File: src/hdl/kff_pkg.sv
`timescale 1ns / 1ps
// kff_pkg: shared types and constants for the streaming KMP failure function block.
// No dependencies; imported by kff_front, kff_back and kmp_failure_function.
package kff_pkg;

    localparam int BYTE_W = 8;
    localparam int LEN_W  = 8;

    // One queued character transaction
    typedef struct packed {
        logic [BYTE_W-1:0] ch;
        logic              last;
    } kff_item_t;

    // Queue head as seen by the back end
    typedef struct packed {
        logic      valid;
        kff_item_t item;
    } kff_head_t;

endpackage

File: src/hdl/kff_front.sv
`timescale 1ns / 1ps
// kff_front: input side; accepts character transactions into a two-entry queue.
// Depends on kff_pkg.
module kff_front (
    input  logic              clk,
    input  logic              rst_n,
    input  logic              char_valid,
    output logic              char_ready,
    input  kff_pkg::kff_item_t in_item,
    output kff_pkg::kff_head_t head,
    input  logic              pop
);
    import kff_pkg::*;

    localparam int QDEPTH = 2;

    kff_item_t  slot_reg [QDEPTH];
    logic       wr_ptr_reg, wr_ptr_next;
    logic       rd_ptr_reg, rd_ptr_next;
    logic [1:0] count_reg, count_next;
    logic       push;

    assign char_ready = (count_reg != 2'(QDEPTH));
    assign push       = char_valid && char_ready;

    assign head.valid = (count_reg != 2'd0);
    assign head.item  = slot_reg[rd_ptr_reg];

    // Advance pointers and occupancy
    always_comb
    begin
        wr_ptr_next = push ? ~wr_ptr_reg : wr_ptr_reg;
        rd_ptr_next = pop ? ~rd_ptr_reg : rd_ptr_reg;
        count_next  = count_reg;
        if (push && !pop)
        begin
            count_next = count_reg + 2'd1;
        end
        else if (pop && !push)
        begin
            count_next = count_reg - 2'd1;
        end
    end

    always_ff @(posedge clk or negedge rst_n)
    begin
        if (!rst_n)
        begin
            wr_ptr_reg <= 1'b0;
            rd_ptr_reg <= 1'b0;
            count_reg  <= 2'd0;
        end
        else
        begin
            wr_ptr_reg <= wr_ptr_next;
            rd_ptr_reg <= rd_ptr_next;
            count_reg  <= count_next;
        end
    end

    // Store the payload of each accepted transaction
    always_ff @(posedge clk)
    begin
        if (push)
        begin
            slot_reg[wr_ptr_reg] <= in_item;
        end
    end

`ifndef SYNTHESIS
    a_no_pop_empty: assert property (@(posedge clk) disable iff (!rst_n)
        pop |-> head.valid)
        else $error("kff_front: pop from empty queue");
    a_count_range: assert property (@(posedge clk) disable iff (!rst_n)
        count_reg <= 2'(QDEPTH))
        else $error("kff_front: queue occupancy out of range");
`endif

endmodule

File: config.mk
export PLATFORM = sky130hd
export DESIGN_NAME = kff_front
export DESIGN_NICKNAME = d
export VERILOG_FILES = /design/src/hdl/kff_pkg.sv /design/src/hdl/kff_front.sv
export SDC_FILE = /design/constraint.sdc
export NUM_CORES = 1
export LEC_CHECK = 0
export BUFFER_PORTS_ARGS = -buffer_cell sky130_fd_sc_hd__buf_2
export CORE_MARGIN = 2
export CORE_UTILIZATION = 49
export DETAILED_ROUTE_END_ITERATION = 12
export PLACE_DENSITY = 0.76
export REMOVE_ABC_BUFFERS = 1
export SLEW_MARGIN = 20
export SYNTH_ARGS = -nofsm -noshare
export SYNTH_HDL_FRONTEND = slang
export SYNTH_SLANG_ARGS = --single-unit
File: constraint.sdc
create_clock -name clk -period 1.7 [get_ports clk]
set_input_delay 0.085 -clock clk [delete_from_list [all_inputs] [get_ports clk]]
set_output_delay 0.085 -clock clk [all_outputs]
set_load 0.02 [all_outputs]
==> flow_summary.toml <==
[finish]
n_antenna_cell = 0
multi_input_area_sq_um = 203
post_layout_nonfiller_instances = 102
seq_area_sq_um = 641
drive_gt1_share_pct = 47.1
finalNetCount = 100
fillers = 138
synthToLayoutAreaGrowth_pct = 32.1
largest_reg_flops = 18

[clock_tree]
cts_sinks = 22
worstSkewPairLatency_ns = 0.29
path_clk_slew_ns = 0.11
cts_tree = "yes"
postCtsSetupBuffers = 0
htreeDepth = 1
cts_root_buffer = "clkbuf_4"
cts_buffer_depth = 2
cts_made_buffers = 3

[critical_path]
critPathLaunch = "rd_ptr_reg"
reg2reg_slack_ns = 0.33
critPathArrivalTime_ns = 1.46
crit_fanout = 10
cp_num_cells = 2
reg2regPathDepth = 7
cp_cell_sequence = "mux2_2 -> buf_2"
cp.required_ns = 1.62
r2r-end = "count_reg[1]"
crit_type = "reg2out"
cp_slowest_cell = "dfrtp_1"
crit_end = "head[4]"
r2r-start = "count_reg[0]"
critPathMaxStageDelay_ns = 0.61
critPathLaunchType = "flip-flop"
endpoint_kind = "primary output"
critPathTopFamily = "flip-flops"
crit_buf_inv = 1

[timing]
finalSetupTns_ns = 0
max_freq_mhz = 647
setup_viol = 0
maxSlewHeadroom_pct = 71.7
clock_skew_ns = 0.00331
fin_crit_sh_pct = 90.9
worst_pin_slew_ns = 0.425
fin_crit_ns = 1.54
hold_slack_ns = 0.0722
grt_setup_unrepaired = "false"
hold_violations = 0
slew_viol_final = 0
worst_slack_ns = 0.155

[route]
vias_per_cell = 4.92
drcViolationCount = 0
drt-wirelength-per-cell_um = 13.5
dr_wl_met2_um = 705
via_count = 502
wl_met1_um = 571
wl_met3_um = 66
top_layer = "met4"
drtPass1Iterations = 4
drt_iter0_markers = 14
routed_wl_um = 1370
drtAntennaViolNets = 0

[logic_synthesis]
synthMuxAreaShare_pct = 11.8
synth_top_family_by_area = "multiplexers"
synth_compound_area_share_pct = 0
synth_area_sq_um = 862
yosysWarnings = 0
syn_avg_cell_area_sq_um = 18.7
synth.distinct_cells = 13
synthXorXnorAreaFrac_pct = 5.08
seq_area_frac_synth_pct = 74.3
yosys.area_share.simple_pct = 5.22
ys_ff_latch = 22
synthCells = 46
synth_fa_ha_area_share_pct = 1.45

[global_route]
grt_antenna_before_repair = 0
globalRouteTotalUtil_pct = 15.4
grt_pass1_wl_um = 2110
grt_overflow_total = 0
grt_max_degree = 13
grt_pass1_vias = 501

[job]
max_cap_viol_count = 0

[floorplanning]
die-area_sq_um = 2110
io-pin-count = 24
core_sq_um = 1690
chipHeight_um = 45.9
die_x_um = 45.9
start_util_pct = 51.0
rows = 15

[power]
pwr-share-clk_pct = 13.0
p_leak_uw = 0.000474
p_switching_uw = 602
pwr_density_cell_nw_per_um2 = 1550
ir_worst_vdd_mv = 0.805
seqPwrFrac_pct = 48.9
p_comb_share_pct = 38.1
swShare_pct = 34.2
p_int_uw = 1160

[placement]
place_inst = 87
hpwl_um = 962
portBuffers = 23
routabilityCongestion = 0.701
pre_cts_ws_ns = 0.329

[status]
status = "finished, final reports clean"

[hold_path]
min_path_type = "in2reg"
-- stage by stage --
step | util (%) | power [uW] | instance area (sq um)
after floorplan | - | 1310 | 851
after global placement | 59.3 | 1500 | 1000
after detailed placement | 59.3 | 1530 | 1000
after CTS | 67.4 | 1780 | 1140
after global routing | 67.4 | 1860 | 1140
final | 67.4 | 1760 | 1140
-- power groups by stage --
stage	clock network, uW	registers [uW]	logic [uW]
CTS	238	861	679
global route	257	879	724
detailed placement	0	874	657
floorplan	0	842	464
global placement	0	864	640
finish	229	861	670
-- layout make-up --
cell class | instances | share of cell area [%]
flip-flops and latches | 22 | 56.3
inverters | 2 | 0.659
repair buffers | 36 | 21.1
clock buffers | 4 | 2.31
well taps | 17 | 1.87
multi-input cells | 21 | 17.8
-- kinds of logic (layout without fill, tap and decap cells) --
kind of cell             Yosys count  after routing
multiplexers                       9              9
adder cells (fa/ha/maj)            1              1
buffers and inverters              3             42
flip-flops                        22             22
AND/OR/NAND/NOR                    6              6
XOR/XNOR                           5              5
-- metal layers --
metal / track usage, % / vias up
met4: 10.3 / 0
met2: 26.7 / 17
li1: - / 244
met5: 0 / -
met3: 3.57 / 4
met1: 16.4 / 237
-- worst reg2reg max path: stages (launching register included) --
cell and delay, ns:
dfrtp_1 0.43, nand2b_4 0.18, nand2_4 0.08, inv_1 0.04, ha_1 0.18, xor2_1 0.14, nor2_1 0.11, xor2_1 0.14
-- repair_timing --
action | in CTS | in global routing
hold buffers | 11 | 0
hold endpoints to repair | 23 | 0
gates resized for setup | 0 | 0
-- cell usage after synthesis --
library cell / number / area share (%)
xnor2_1: 2 / 2.0
edfxtp_1: 18 / 63
or2_2: 1 / 0.73
nand2_4: 1 / 1.3
dfrtp_1: 4 / 12
xor2_1: 3 / 3.0
ha_1: 1 / 1.5
buf_6: 1 / 1.3
and3_1: 1 / 0.73
nand2b_4: 1 / 1.6
nor2_1: 2 / 0.87
mux2_2: 9 / 12
inv_1: 2 / 0.87
-- how the worst min path moves through the flow --
| stage | start | end | cells past startpoint |
|---|---|---|---|
| 2_1_floorplan | rst_n | count_reg[0] | 0 |
| 3_3_place_gp | rst_n | count_reg[0] | 1 |
| 3_5_place_dp | rst_n | wr_ptr_reg | 1 |
| 4_1_cts | char_valid | wr_ptr_reg | 3 |
| 5_1_grt | char_valid | wr_ptr_reg | 3 |
| 6_report | char_valid | wr_ptr_reg | 3 |
-- placed cells by master (no fill, tap or decap) --
master	n
nor2_1	2
nand2_4	1
dfrtp_1	4
xor2_1	3
and3_1	1
mux2_2	9
or2_2	1
ha_1	1
clkbuf_1	1
buf_4	2
dlygate4sd3_1	11
nand2b_4	1
xnor2_1	2
edfxtp_1	18
clkbuf_4	3
buf_2	23
inv_1	2
No activity file was read; power rests on OpenSTA's default activity.
